**src/hw/rtl/label_bounding_box_accumulator_defines.svh**
```systemverilog
// ----------------------------------------------------------------------------
// Assertion macros for the label bounding box accumulator
// Each macro expands to one labeled concurrent assertion sampled on clk and
// disabled while arst_n is low.
// ----------------------------------------------------------------------------
`ifndef LABEL_BOUNDING_BOX_ACCUMULATOR_DEFINES_SVH
`define LABEL_BOUNDING_BOX_ACCUMULATOR_DEFINES_SVH

// Consequent must hold in the same cycle as the antecedent
`define LBBA_ASSERT_NOW(name, ante, cons, msg) \
	name: assert property (@(posedge clk) disable iff (!arst_n) (ante) |-> (cons)) \
		else $error(msg);

// Consequent must hold in the cycle after the antecedent
`define LBBA_ASSERT_NEXT(name, ante, cons, msg) \
	name: assert property (@(posedge clk) disable iff (!arst_n) (ante) |=> (cons)) \
		else $error(msg);

`endif

```
**src/hw/rtl/lbba_pkg.sv**
```systemverilog
// ----------------------------------------------------------------------------
// lbba_pkg
// Types and constants shared by the label bounding box accumulator modules.
// ----------------------------------------------------------------------------
`timescale 1ns / 1ps
`default_nettype none

package lbba_pkg;

	localparam int LABEL_COUNT = 256;
	localparam int LABEL_W     = $clog2(LABEL_COUNT);
	localparam int MAX_COLS    = 4096;
	localparam int MAX_ROWS    = 4096;
	localparam int POS_W       = 12;
	localparam int WIDTH_W     = 13;
	localparam int COUNT_W     = 25;
	localparam int CFG_IDX_W   = 1;
	localparam int CFG_DATA_W  = 13;

	localparam logic [COUNT_W-1:0] COUNT_MAX = {COUNT_W{1'b1}};

	// Item modes
	localparam logic [1:0] MODE_PIXEL = 2'd0;
	localparam logic [1:0] MODE_QUERY = 2'd1;
	localparam logic [1:0] MODE_FRAME = 2'd2;

	// Register indexes
	localparam logic [CFG_IDX_W-1:0] REG_IMAGE_WIDTH  = 1'd0;
	localparam logic [CFG_IDX_W-1:0] REG_NODATA_LABEL = 1'd1;

	typedef struct packed {
		logic [1:0]         mode;
		logic [LABEL_W-1:0] label;
	} in_item_t;

	typedef struct packed {
		logic               found;
		logic [POS_W-1:0]   box_col_min;
		logic [POS_W-1:0]   box_row_min;
		logic [POS_W-1:0]   box_col_max;
		logic [POS_W-1:0]   box_row_max;
		logic [COUNT_W-1:0] pixel_count;
	} out_item_t;

	// One label table entry
	typedef struct packed {
		logic [POS_W-1:0]   col_min;
		logic [POS_W-1:0]   row_min;
		logic [POS_W-1:0]   col_max;
		logic [POS_W-1:0]   row_max;
		logic [COUNT_W-1:0] count;
	} entry_t;

	// Accepted transaction handed to the label table
	typedef struct packed {
		logic             take;
		in_item_t         item;
		logic [POS_W-1:0] col;
		logic [POS_W-1:0] row;
	} tbl_req_t;

	// Label table status back to the top level
	typedef struct packed {
		logic      query_wait;
		out_item_t result;
	} tbl_stat_t;

endpackage

`default_nettype wire

```
**src/hw/rtl/lbba_position.sv**
```systemverilog
// ----------------------------------------------------------------------------
// lbba_position
// Raster column and row counters, advanced once per accepted pixel.
// ----------------------------------------------------------------------------
`timescale 1ns / 1ps
`default_nettype none

module lbba_position (
	input  logic                          clk,
	input  logic                          arst_n,
	input  logic                          take,
	input  logic [1:0]                    mode,
	input  logic [lbba_pkg::WIDTH_W-1:0]  image_width,
	output logic [lbba_pkg::POS_W-1:0]    col,
	output logic [lbba_pkg::POS_W-1:0]    row
);
	import lbba_pkg::*;

	logic [WIDTH_W-1:0] eff_width;
	logic               wrap;
	logic [POS_W-1:0]   col_q;
	logic [POS_W-1:0]   row_q;

	// Clamp the configured width into 1 .. MAX_COLS
	always_comb begin
		if (image_width == '0) begin
			eff_width = WIDTH_W'(1);
		end else if (image_width > WIDTH_W'(MAX_COLS)) begin
			eff_width = WIDTH_W'(MAX_COLS);
		end else begin
			eff_width = image_width;
		end
	end

	assign wrap = ({1'b0, col_q} + WIDTH_W'(1)) >= eff_width;

	// Advance on pixels, restart on frame start
	always_ff @(posedge clk or negedge arst_n) begin
		if (!arst_n) begin
			col_q <= '0;
			row_q <= '0;
		end else if (take) begin
			case (mode)
				MODE_PIXEL: begin
					if (wrap) begin
						col_q <= '0;
						if (row_q != POS_W'(MAX_ROWS - 1)) begin
							row_q <= row_q + POS_W'(1);
						end
					end else begin
						col_q <= col_q + POS_W'(1);
					end
				end
				MODE_FRAME: begin
					col_q <= '0;
					row_q <= '0;
				end
				default: begin
				end
			endcase
		end
	end

	assign col = col_q;
	assign row = row_q;

endmodule

`default_nettype wire

```
**config.mk**
```make
export PLATFORM = sky130hd
export DESIGN_NAME = lbba_position
export DESIGN_NICKNAME = d
export VERILOG_FILES = /design/src/hw/rtl/label_bounding_box_accumulator_defines.svh /design/src/hw/rtl/lbba_pkg.sv /design/src/hw/rtl/lbba_position.sv
export SDC_FILE = /design/constraint.sdc
export NUM_CORES = 1
export LEC_CHECK = 0
export ABC_AREA = 1
export BUFFER_PORTS_ARGS = -buffer_cell sky130_fd_sc_hd__buf_4
export CORE_UTILIZATION = 59
export CTS_CLUSTER_SIZE = 40
export DETAILED_ROUTE_END_ITERATION = 12
export GPL_TIMING_DRIVEN = 0
export PLACE_DENSITY_LB_ADDON = 0.2
export SLEW_MARGIN = 30
export SYNTH_ARGS = -nofsm -noshare
export SYNTH_HDL_FRONTEND = slang
export SYNTH_SLANG_ARGS = --single-unit
```
**constraint.sdc**
```tcl
create_clock -name clk -period 6.2 [get_ports clk]
set_clock_uncertainty 0.05 [all_clocks]
set_input_delay 1.24 -clock clk [delete_from_list [all_inputs] [get_ports clk]]
set_output_delay 1.24 -clock clk [all_outputs]
set_load 0.01 [all_outputs]
```
# Word-level counts from Yosys, hierarchy flattened
# Index checks and enable logic that the tools add are counted.
[word_totals]
word_cells = 23
out_inout_bits = 24
in_bits = 18
reg_bits = 24
[op_classes]
reduce_logical = 5
n_mux = 7
eq_ne = 4
n_addsub = 3
order_cmp = 2
[ops]
columns = ["op", "n"]
rows = [
  ["12-bit one-hot mux with 2 select lines", 2],
  ["12-bit two-way mux", 3],
  ["13-bit two-way mux", 2],
  ["12-bit by 1-bit adder with 12-bit output, second input constant", 2],
  ["12-bit by 1-bit adder with 13-bit output, second input constant", 1],
  ["13-bit >= comparator", 1],
  ["13-bit greater-than comparator, second input constant", 1],
  ["13-bit zero test", 1],
  ["12-bit inequality test, second input constant", 1],
  ["2-bit inequality test, second input constant", 2],
  ["4-bit AND reduction", 1],
  ["2-bit == test, second input constant", 1],
  ["2-bit zero test", 1],
  ["2-bit AND reduction", 1],
  ["2-bit nonzero test", 1],
]

# Depth between registers and ports, before layout
# Gate-level depths: netlist of the first run.
[logic_depth]
word_depth = 6
ltp_mapped = 19
mapped_depth_nobuf = 18

# Least setup slack after synthesis of the first run
# No wires, ideal clock.
[synth_timing]
path_kind = "input to register"
start = "in image_width[0] (netlist name)"
end = "reg row_q[2], in the netlist row[2]"
required_time_ns = 6.033
setup_ns = 0.117
n_path_buf = 1
stages = 15
path_slack_ns = 3.029
arrival_ns = 3.004
cell_sequence = "nor4_1 nand3_1 nand2_1 nand2_1 ha_1 nand2_1 nor2_1 inv_1 nor3_1 nand2_1 nand3_2 nand3_2 buf_6 nand2_1 nand2_1"
[synth_via]
elab_chain_cells = 6
word_cells_on_any_way = 7
classes_between = "order compare: 2; eq/ne: 1; mux: 2; reduce/logical: 2"
[synth_lines]
columns = ["item", "line", "text"]
rows = [
  ["from (decl)", "lbba_position.sv:13", "input logic [lbba_pkg::WIDTH_W-1:0] image_width,"],
  ["13-bit greater-than comparator", "lbba_position.sv:28", "end else if (image_width > WIDTH_W'(MAX_COLS)) begin"],
  ["13-bit two-way mux", "lbba_position.sv:28", ""],
  ["13-bit two-way mux *", "lbba_position.sv:26", "if (image_width == '0) begin"],
  ["13-bit >= comparator *", "lbba_position.sv:35", "assign wrap = ({1'b0, col_q} + WIDTH_W'(1)) >= eff_width;"],
  ["2-bit inequality test (no source line) *", "-", ""],
  ["4-bit AND reduction (no source line) *", "-", ""],
  ["to (signal assigned)", "lbba_position.sv:48", "row_q <= row_q + POS_W'(1);"],
  ["to (decl)", "lbba_position.sv:22", "logic [POS_W-1:0] row_q;"],
]
# Every way passes the cells marked *; elsewhere a longest branch is shown, timed or not.
# A chain may end at the register's enable or synchronous reset.

# Worst setup path after layout of the first run
[layout_timing]
start = "in image_width[8] (netlist name)"
end = "reg col_q[3], in the netlist col[3]"
[layout_via]
elab_chain_cells = 6
word_cells_on_any_way = 7
classes_between = "order compare: 2; mux: 4; reduce/logical: 1"
[layout_lines]
columns = ["item", "line", "text"]
rows = [
  ["13-bit greater-than comparator", "lbba_position.sv:28", ""],
  ["13-bit two-way mux", "lbba_position.sv:28", ""],
  ["13-bit two-way mux *", "lbba_position.sv:26", ""],
  ["13-bit >= comparator *", "lbba_position.sv:35", ""],
  ["12-bit two-way mux *", "lbba_position.sv:45", "if (wrap) begin"],
  ["12-bit one-hot mux with 2 select lines *", "lbba_position.sv:43", "case (mode)"],
  ["to (signal assigned)", "lbba_position.sv:51", "col_q <= col_q + POS_W'(1);"],
  ["to (decl)", "lbba_position.sv:21", "logic [POS_W-1:0] col_q;"],
]
# Marks and branches as above.

==> results of run 1 <==
## final timing paths
check                                from      end  slack, ps  cells past startpoint
setup / recovery           image_width[8]   col[3]       2750                     15
min in group asynchronous          arst_n  col[11]        740                      1
hold / removal                    row[11]  row[11]        490                      2
setup reg to reg                   col[0]   col[3]       3070                     15
hold reg to reg                   row[11]  row[11]        490                      2
max in group asynchronous          arst_n   col[5]       5120                      1
## power by group through the flow
stage               clock network, mW  registers [mW]  logic [mW]
detailed placement                  0           0.191       0.111
global placement                    0           0.190       0.108
global route                   0.0895           0.190       0.128
floorplan                           0           0.194      0.0596
finish                         0.0824           0.188       0.111
CTS                            0.0849           0.188       0.112
## kinds of logic after synthesis
logic type / Yosys count / share of synthesized area [%]
AOI/OAI and AO/OA: 23 / 6.57
xor gates and xnor gates: 9 / 4.14
adders and majority gates: 15 / 9.86
buffers and inverters: 43 / 9.01
DFF: 24 / 31.6
muxes: 1 / 0.526
and+or+nand+nor: 163 / 38.3
## routing by layer
layer / up-vias / share of wire (%) / global-route usage [%]
li1: 990 / - / -
met1: 826 / 50 / 41.0
met2: 66 / 43 / 43.2
met3: 2 / 6.7 / 5.05
met4: 0 / 0.41 / 4.42
met5: - / 0 / 0
## worst min-delay path, cell delays in order (launching register included)
cell	delay, ps
dfrtp_1	410
nand2_1	60
nand2_1	50
## placed cells by master, fill, tap and decap left out, drive strengths merged
master  Yosys  layout
o21bai      2       2
xor2        9       9
o22ai       2       2
clkinv      1       1
nand3      16      16
inv        37      37
nand2      94      94
mux2i       1       1
o21ai       9       9
ha         15      15
nand4      14      14
nor3        7       7
clkbuf      1       5
o21a        1       1
nor2       28      28
dfrtp      24      24
nor4b       1       1
nor4        3       3
buf         4      45
a21oi       9       9
## cell type report
| class | count | area, um^2 | share of cell area, % |
|---|---|---|---|
| Multi-Input combinational cell | 211 | 1130 | 49.1 |
| Buffer | 5 | 28.8 | 1.25 |
| Inverter | 38 | 143 | 6.20 |
| Clock buffer | 4 | 36.3 | 1.58 |
| Sequential cell | 24 | 601 | 26.1 |
| Timing Repair Buffer | 41 | 308 | 13.4 |
| Tap cell | 44 | 55.1 | 2.39 |
## registers in the layout, summed over array words and instances (netlist names)
name	cells
row	12
col	12
==> run_results.csv, run 1 <==
group,metric,value,unit
power,p_per_area,166,nW/um^2
floorplanning,ios,42,
timing,whs,495,ps
worst_setup_path,crit_chain,"buf_4, nor4_1, nand3_1, nand2_1, nand2_1, ha_1, nand2_1, nand2_1, a21oi_1, nand2_1, nor2_1, nand3_1, inv_2, nand2_1, o21ai_1",
clock_network,htree_num_levels,1,
worst_setup_path,cp_num_buf_inv,2,
synthesis,synth_top_cell_by_area,"dfrtp_1",
clock_network,cts_setup_buffers,0,
clock_network,cts_made_buffers,3,
global_routing,grt_max_degree,25,
final_layout,antennaDiodeCount,0,
floorplanning,dieArea,3460,um^2
clock_network,clock_path_buffers,2,
clock_network,clkLatencyLatePin,310,ps
worst_setup_path,cp-end-kind,"flop",
worst_setup_path,crit_type,"input pin to flop",
synthesis,avgSynthCellArea,6.85,um^2
synthesis,synthFlopType,"dfrtp_1",
detailed_routing,vias_per_cell,5.13,
worst_setup_path,cp-start-kind,"input pin",
clock_network,cts_hold_buf,0,
floorplanning,start_util,62.3,%
detailed_routing,routed_wirelength,4190,um
synthesis,synthCells,278,
global_routing,grt_usage,27.8,%
synthesis,synth_common_cells,"nand2_1, inv_1, nor2_1, dfrtp_1, ha_1",
placed_design,port_buffers,41,
worst_setup_path,critical_path_required,6390,ps
power,seq_power_share,49.2,%
placed_design,gp_congestion,0.888,
clock_network,cts_resized,0,
global_routing,grt-ovfl-total,0,
final_layout,fin_nets,357,
placed_design,dp_slack,2500,ps
power,total_power,381,uW
clock_network,cts_tree,"built",
job,maxCapViolations,0,
placed_design,hpwl,3370,um
timing,fin_crit,3450,ps
timing,slew_violations,0,
final_layout,final_cells,367,
power,ir_drop,0.138,mV
power,clockPowerShare,21.6,%
timing,relSlewSlack,67.2,%
detailed_routing,vias,1884,
run_status,run_status,"complete, no violations",
power,p_int,256,uW
synthesis,syn-num-nets,311,
detailed_routing,drt_pass1_iterations,4,
synthesis,synth_most_common_cell,"nand2_1",
worst_setup_path,crit_top_cell,"nand2_1",
floorplanning,die_x,58.8,um
placed_design,placed_area,2270,um^2
synthesis,synth_top_area_share,31.6,%
worst_setup_path,cp_top_family,"simple AND/OR/NAND/NOR gates",
detailed_routing,drt.antenna.violating_nets,0,
power,pwr-share-comb,29.2,%
detailed_routing,drc,0,
clock_network,clkTransAtPathRegs,120,ps
synthesis,synth_area_leaders,"dfrtp_1, nand2_1, ha_1, inv_1, nor2_1",
global_routing,antenna_found_initial,0,
synthesis,netlist-cell-type-count,29,
timing,setup_tns,0,ps
floorplanning,die_h,58.8,um
timing,finalCritPeriodShare,55.6,%
final_layout,syn2layout_area_growth,21.0,%
synthesis,synthArstFlopShare,100,%
floorplanning,row_count,20,
power,sw_frac_of_total,32.8,%
timing,finalSetupViolCount,0,
synthesis,yosysSeqAreaShare,31.6,%
synthesis,synth_edf_count,0,
timing,tightest_slew,492,ps
global_routing,grt_first_pass_wirelength,7450,um
final_layout,post-route-util,75.4,%
worst_setup_path,cp_slowest_stage_delay,320,ps
worst_setup_path,crit_fanout,10,
synthesis,ys_warn_count,0,
timing,max_freq,290,MHz
final_layout,fillers,260,
hold_path,hp-class,"flop to flop",
synthesis,netlist_area,1900,um^2
final_layout,drive_gt1_share,19.2,%
worst_setup_path,critPathArrivalTime,3640,ps
timing,fin_ws,2750,ps
detailed_routing,drtIter0Drc,122,
power,leakagePower,1.28,nW
synthesis,ys_ff_latch,24,
floorplanning,core,3050,um^2
clock_network,clock-sinks,24,
timing,final-hold-violation-count,0,
final_layout,final_area,2300,um^2
detailed_routing,avgRoutedWirePerCell,11.4,um
clock_network,cts_root_buf,"clkbuf_4",
worst_setup_path,cp_slowest_cell,"nor4_1",
power,p_sw,125,uW
timing,rsz0062_at_grt,"false",
placed_design,dp.cells,363,
global_routing,grt_pass1_vias,1712,
No activity file was read; power rests on OpenSTA's default activity.
==> run 2: changes to the inputs <==
--- a/config.mk
+++ b/config.mk
@@ -7,7 +7,7 @@
 export LEC_CHECK = 0
 export ABC_AREA = 1
 export BUFFER_PORTS_ARGS = -buffer_cell sky130_fd_sc_hd__buf_4
-export CORE_UTILIZATION = 59
+export CORE_UTILIZATION = 49
 export CTS_CLUSTER_SIZE = 40
 export DETAILED_ROUTE_END_ITERATION = 12
 export GPL_TIMING_DRIVEN = 0
==> constraint.sdc (replaced) <==
create_clock -name clk -period 2.9 [get_ports clk]
set_clock_uncertainty 0.05 [all_clocks]
set_input_delay 0.58 -clock clk [delete_from_list [all_inputs] [get_ports clk]]
set_output_delay 0.58 -clock clk [all_outputs]
set_load 0.01 [all_outputs]
==> run 2 against run 1 <==
Against the previous run:
- sequential power increased by 110%
- power increased by 150%
- design area increased by 6.4%
- largest power group unchanged
==> run_results.csv, run 2 (synthesis gave the netlist of run 1 again) <==
group,metric,value,unit
run_status,run_status,"complete, no violations",
final_layout,drive_gt1_share,23.7,%
clock_network,clkTransAtPathRegs,90,ps
worst_setup_path,cp_slowest_stage_delay,420,ps
detailed_routing,vias_per_cell,5.21,
detailed_routing,drt_pass1_iterations,4,
final_layout,syn2layout_area_growth,28.7,%
global_routing,grt-ovfl-total,0,
final_layout,antennaDiodeCount,0,
timing,fin_ws,176,ps
floorplanning,core,3690,um^2
floorplanning,start_util,51.6,%
timing,finalCritPeriodShare,93.9,%
final_layout,fin_nets,359,
timing,relSlewSlack,65.5,%
global_routing,grt_max_degree,25,
power,p_per_area,388,nW/um^2
worst_setup_path,critical_path_required,3000,ps
final_layout,final_cell_mix,"nand2_1, buf_4, inv_1, nor2_1, dfrtp_1",
detailed_routing,vias,1945,
final_layout,final_cells,373,
placed_design,hpwl,3320,um
clock_network,cts_tree,"built",
clock_network,clock-sinks,24,
worst_setup_path,cp-start-kind,"flop",
floorplanning,dieArea,4140,um^2
clock_network,clock_path_buffers,2,
hold_path,hp-class,"input pin to async pin",
timing,finalSetupViolCount,0,
placed_design,dp_slack,-240,ps
placed_design,gp_congestion,0.873,
global_routing,grt_first_pass_wirelength,7570,um
global_routing,grt_usage,23.0,%
final_layout,fillers,347,
worst_setup_path,crit_fanout,10,
timing,slew_violations,0,
power,leakagePower,1.33,nW
worst_setup_path,cp-end-kind,"flop",
detailed_routing,routed_wirelength,4430,um
global_routing,grt_pass1_vias,1837,
global_routing,antenna_found_initial,0,
worst_setup_path,cp_slowest_cell,"dfrtp_1",
detailed_routing,drc,0,
final_layout,regArea,603,um^2
clock_network,htree_num_levels,1,
placed_design,dp.cells,367,
detailed_routing,avgRoutedWirePerCell,11.9,um
detailed_routing,drtIter0Drc,117,
floorplanning,row_count,22,
floorplanning,die_x,64.3,um
timing,final-hold-violation-count,0,
floorplanning,die_h,64.3,um
floorplanning,ios,42,
timing,tightest_slew,518,ps
timing,setup_tns,0,ps
clock_network,cts_root_buf,"clkbuf_8",
clock_network,cts_made_buffers,3,
power,ir_drop,0.230,mV
clock_network,cts_hold_buf,0,
final_layout,post-route-util,66.4,%
power,total_power,949,uW
placed_design,port_buffers,41,
job,maxCapViolations,0,
worst_setup_path,crit_type,"flop to flop",
worst_setup_path,crit_chain,"ha_2, nand3_2, nor2_4, nand3_4, nor4b_4, ha_1, nand2_2, inv_1, a21oi_2, nand2_1, nor2_4, nand3_4, buf_6, nand4_1, nand2_1",
final_layout,multi_input_area,1220,um^2
clock_network,clkLatencyLatePin,270,ps
final_layout,final_common_cell,"nand2_1",
worst_setup_path,reg2reg_depth,15,
worst_setup_path,critPathArrivalTime,2830,ps
timing,fin_crit,2720,ps
detailed_routing,drt.antenna.violating_nets,0,
timing,max_freq,367,MHz
run 2: layer usage:
metal / up-vias / part of all wire (%) / global-route usage [%]
met5: - / 0 / 0
met4: 0 / 1.4 / 8.06
met3: 6 / 2.2 / 1.79
met2: 40 / 53 / 42.4
met1: 903 / 44 / 27.8
li1: 996 / - / -
run 2: power breakdown:
part	internal (mW)	switching (mW)
clock	0.184	0.109
combinational	0.119	0.136
sequential	0.363	0.0372
total	0.667	0.283
run 2: timing repair:
| item | in CTS | in global routing |
|---|---|---|
| setup buffers | 0 | 3 |
| gates resized for setup | 5 | 18 |
| pin swaps | 0 | 6 |
| setup endpoints to repair | 24 | 24 |
run 2: area by class of cell:
cell class | instances | share of cell area, %
Inverter | 38 | 5.92
Tap cell | 48 | 2.45
Buffer | 4 | 0.970
Sequential cell | 24 | 24.6
Clock buffer | 3 | 1.69
Clock inverter | 1 | 1.23
Multi-Input combinational cell | 211 | 49.6
Timing Repair Buffer | 44 | 13.5
run 2: critical path: cells and delay by family, from the launching register on:
family          cells  cell delay, ps
fa+ha+maj           2             500
flops               1             420
buf+inv             2             210
simple gates       10            1280
compound gates      1             150
run 2: worst paths after layout:
check | start | slack, ps | endpoint
setup / recovery | col[1] | 180 | row[8]
hold / removal | arst_n | 160 | row[7]
setup reg to reg | col[1] | 180 | row[8]
hold reg to reg | col[0] | 480 | col[0]
max in group asynchronous | arst_n | 2370 | col[5]
min in group clk | col[0] | 480 | col[0]
run 2: per-stage QoR:
stage	area [um^2]	hold slack, ps
2_1_floorplan	1900	234
3_5_place_dp	2270	450
5_1_grt	2450	166
4_1_cts	2360	154
3_3_place_gp	2270	451
6_report	2450	155
==> run 3: changes to the inputs <==
--- a/config.mk
+++ b/config.mk
@@ -11,7 +11,7 @@
 export CTS_CLUSTER_SIZE = 40
 export DETAILED_ROUTE_END_ITERATION = 12
 export GPL_TIMING_DRIVEN = 0
-export PLACE_DENSITY_LB_ADDON = 0.2
+export PLACE_DENSITY = 0.76
 export SLEW_MARGIN = 30
 export SYNTH_ARGS = -nofsm -noshare
 export SYNTH_HDL_FRONTEND = slang
==> run 3 against run 2 <==
Against the previous run:
- sequential power about the same
- clock-buffer cell count unchanged
- via count down 0.98%
- wire length up 3.2%
- critical path depth rose by 2
- core utilization up 0.31 points
- cell count up 0.80%
- global-route usage grew 1.4 points
- flip-flop and latch count unchanged
- largest power group unchanged
- critical endpoint is now row[11]
- non-clock buffer count is 3 higher
- design area is 0.46% higher
==> run_results.csv, run 3 (synthesis gave the netlist of run 1 again) <==
group,metric,value,unit
run_status,run_status,"complete, no violations",
floorplanning,start_util,51.6,%
global_routing,grt_pass1_vias,1801,
placed_design,hpwl,3390,um
worst_setup_path,cp-start-kind,"flop",
floorplanning,ios,42,
final_layout,fillers,344,
clock_network,clock_path_buffers,2,
timing,final-hold-violation-count,0,
final_layout,syn2layout_area_growth,29.3,%
global_routing,grt-ovfl-total,0,
global_routing,antenna_found_initial,0,
floorplanning,core,3690,um^2
worst_setup_path,crit_fanout,10,
final_layout,final_common_cell,"nand2_1",
global_routing,busiest_layer,"met2",
clock_network,htree_num_levels,1,
timing,max_freq,362,MHz
timing,fin_crit,2760,ps
detailed_routing,drt.antenna.violating_nets,0,
worst_setup_path,cp_top_family,"simple AND/OR/NAND/NOR gates",
worst_setup_path,cp_slowest_stage_delay,410,ps
global_routing,grt_usage,24.5,%
worst_setup_path,cp-end-kind,"flop",
worst_setup_path,crit_chain,"ha_2, nand3_4, nor2_4, buf_4, nand3_1, xor2_1, ha_1, nand2_1, nor2_2, inv_1, a21oi_1, nor2_4, nand3_4, nand3_2, buf_6, nand2_1, nand2_1",
global_routing,grt_first_pass_wirelength,7980,um
clock_network,cts_made_buffers,3,
job,maxCapViolations,0,
global_routing,grt_max_degree,25,
detailed_routing,vias,1926,
power,p_per_area,391,nW/um^2
clock_network,clkLatencyLatePin,270,ps
timing,finalSetupViolCount,0,
placed_design,dp.cells,367,
floorplanning,dieArea,4140,um^2
power,pwr-share-comb,27.4,%
final_layout,final_area,2460,um^2
clock_network,cts_tree,"built",
worst_setup_path,cp_slowest_cell,"dfrtp_2",
floorplanning,die_h,64.3,um
placed_design,gp_congestion,0.853,
placed_design,port_buffers,41,
detailed_routing,drc,0,
final_layout,drive_gt1_share,23.8,%
detailed_routing,drt_pass1_iterations,4,
worst_setup_path,critPathArrivalTime,2870,ps
timing,tightest_slew,475,ps
floorplanning,row_count,22,
power,leakagePower,1.35,nW
final_layout,final_cell_mix,"nand2_1, buf_4, inv_1, nor2_1, dfrtp_1",
detailed_routing,vias_per_cell,5.12,
timing,slew_violations,0,
worst_setup_path,crit_top_cell,"nand2_1",
placed_design,placed_area,2270,um^2
power,ir_drop,0.319,mV
timing,finalCritPeriodShare,95.1,%
power,clockPowerShare,31.2,%
clock_network,cts_root_buf,"clkbuf_8",
power,p_int,671,uW
power,p_sw,291,uW
clock_network,clock-sinks,24,
detailed_routing,drtIter0Drc,140,
detailed_routing,routed_wirelength,4570,um
timing,setup_tns,0,ps
final_layout,post-route-util,66.7,%
final_layout,fin_nets,362,
floorplanning,die_x,64.3,um
final_layout,final_cells,376,
global_routing,met3_usage,4.29,%
worst_setup_path,critical_path_required,3010,ps
worst_setup_path,crit_type,"flop to flop",
clock_network,clkTransAtPathRegs,90,ps
worst_setup_path,cp_num_buf_inv,3,
global_routing,use_met1,33.0,%
hold_path,hp-class,"input pin to async pin",
final_layout,antennaDiodeCount,0,
power,seq_power_share,41.4,%
global_routing,use_met2,41.1,%
detailed_routing,avgRoutedWirePerCell,12.2,um
timing,relSlewSlack,68.3,%
power,sw_frac_of_total,30.3,%
-- run 3: per-stage QoR --
stage | worst slack [ps] | power, mW | hold WS [ps]
after floorplan | 339 | 0.541 | 234
after global placement | -209 | 0.640 | 449
after detailed placement | -263 | 0.646 | 451
after CTS | 26.1 | 0.946 | 148
after global routing | -31.0 | 1.02 | 159
final | 141 | 0.962 | 142
-- run 3: worst paths after layout --
check / endpoint / cells past startpoint / slack, ps / startpoint
min: col[1] / 1 / 140 / arst_n
min reg2reg: col[0] / 1 / 470 / col[0]
max: row[11] / 17 / 140 / col[0]
max in group asynchronous: col[0] / 1 / 2400 / arst_n
min in group clk: col[0] / 1 / 470 / col[0]
max reg2reg: row[11] / 17 / 140 / col[0]
-- run 3: what timing repair did --
action                                  4_1_cts  5_1_grt
endpoints found under the setup margin       24       24
endpoints found under the hold margin         0        0
hold buffers                                  0        0
resized for setup                             5       15
pin swaps                                     0        5
setup buffers                                 0        5
-- run 3: power groups by stage --
stage	combinational, mW	clock [mW]	sequential (mW)
global route	0.301	0.317	0.403
finish	0.263	0.300	0.398
CTS	0.242	0.304	0.399
detailed placement	0.240	0	0.406
floorplan	0.128	0	0.414
global placement	0.235	0	0.405
-- run 3: cell type report --
cell class / count / area [um^2] / share of cell area [%]
plain buffers: 5 / 35.0 / 1.42
clock buffers: 3 / 41.3 / 1.68
clock inverters: 1 / 30.0 / 1.22
inverters: 38 / 145 / 5.90
multi-input cells: 211 / 1200 / 48.9
flip-flops and latches: 24 / 602 / 24.5
well taps: 48 / 60.1 / 2.44
repair buffers: 46 / 345 / 14.0
-- run 3: worst register-to-register path: cells and delay by family (launching register included) --
family          cells  cell delay, ps
buf+inv             3             350
flops               1             410
simple gates       10             900
fa+ha+maj           2             530
xor+xnor            1             180
compound gates      1             220
-- run 3: routing by layer --
layer  up-vias  routed length (um)  part of all wire (%)
met4         0                  19                  0.42
met5         -                   0                     0
met3         2                 205                   4.5
li1       1006                   -                     -
met1       870                2220                    49
met2        48                2120                    46
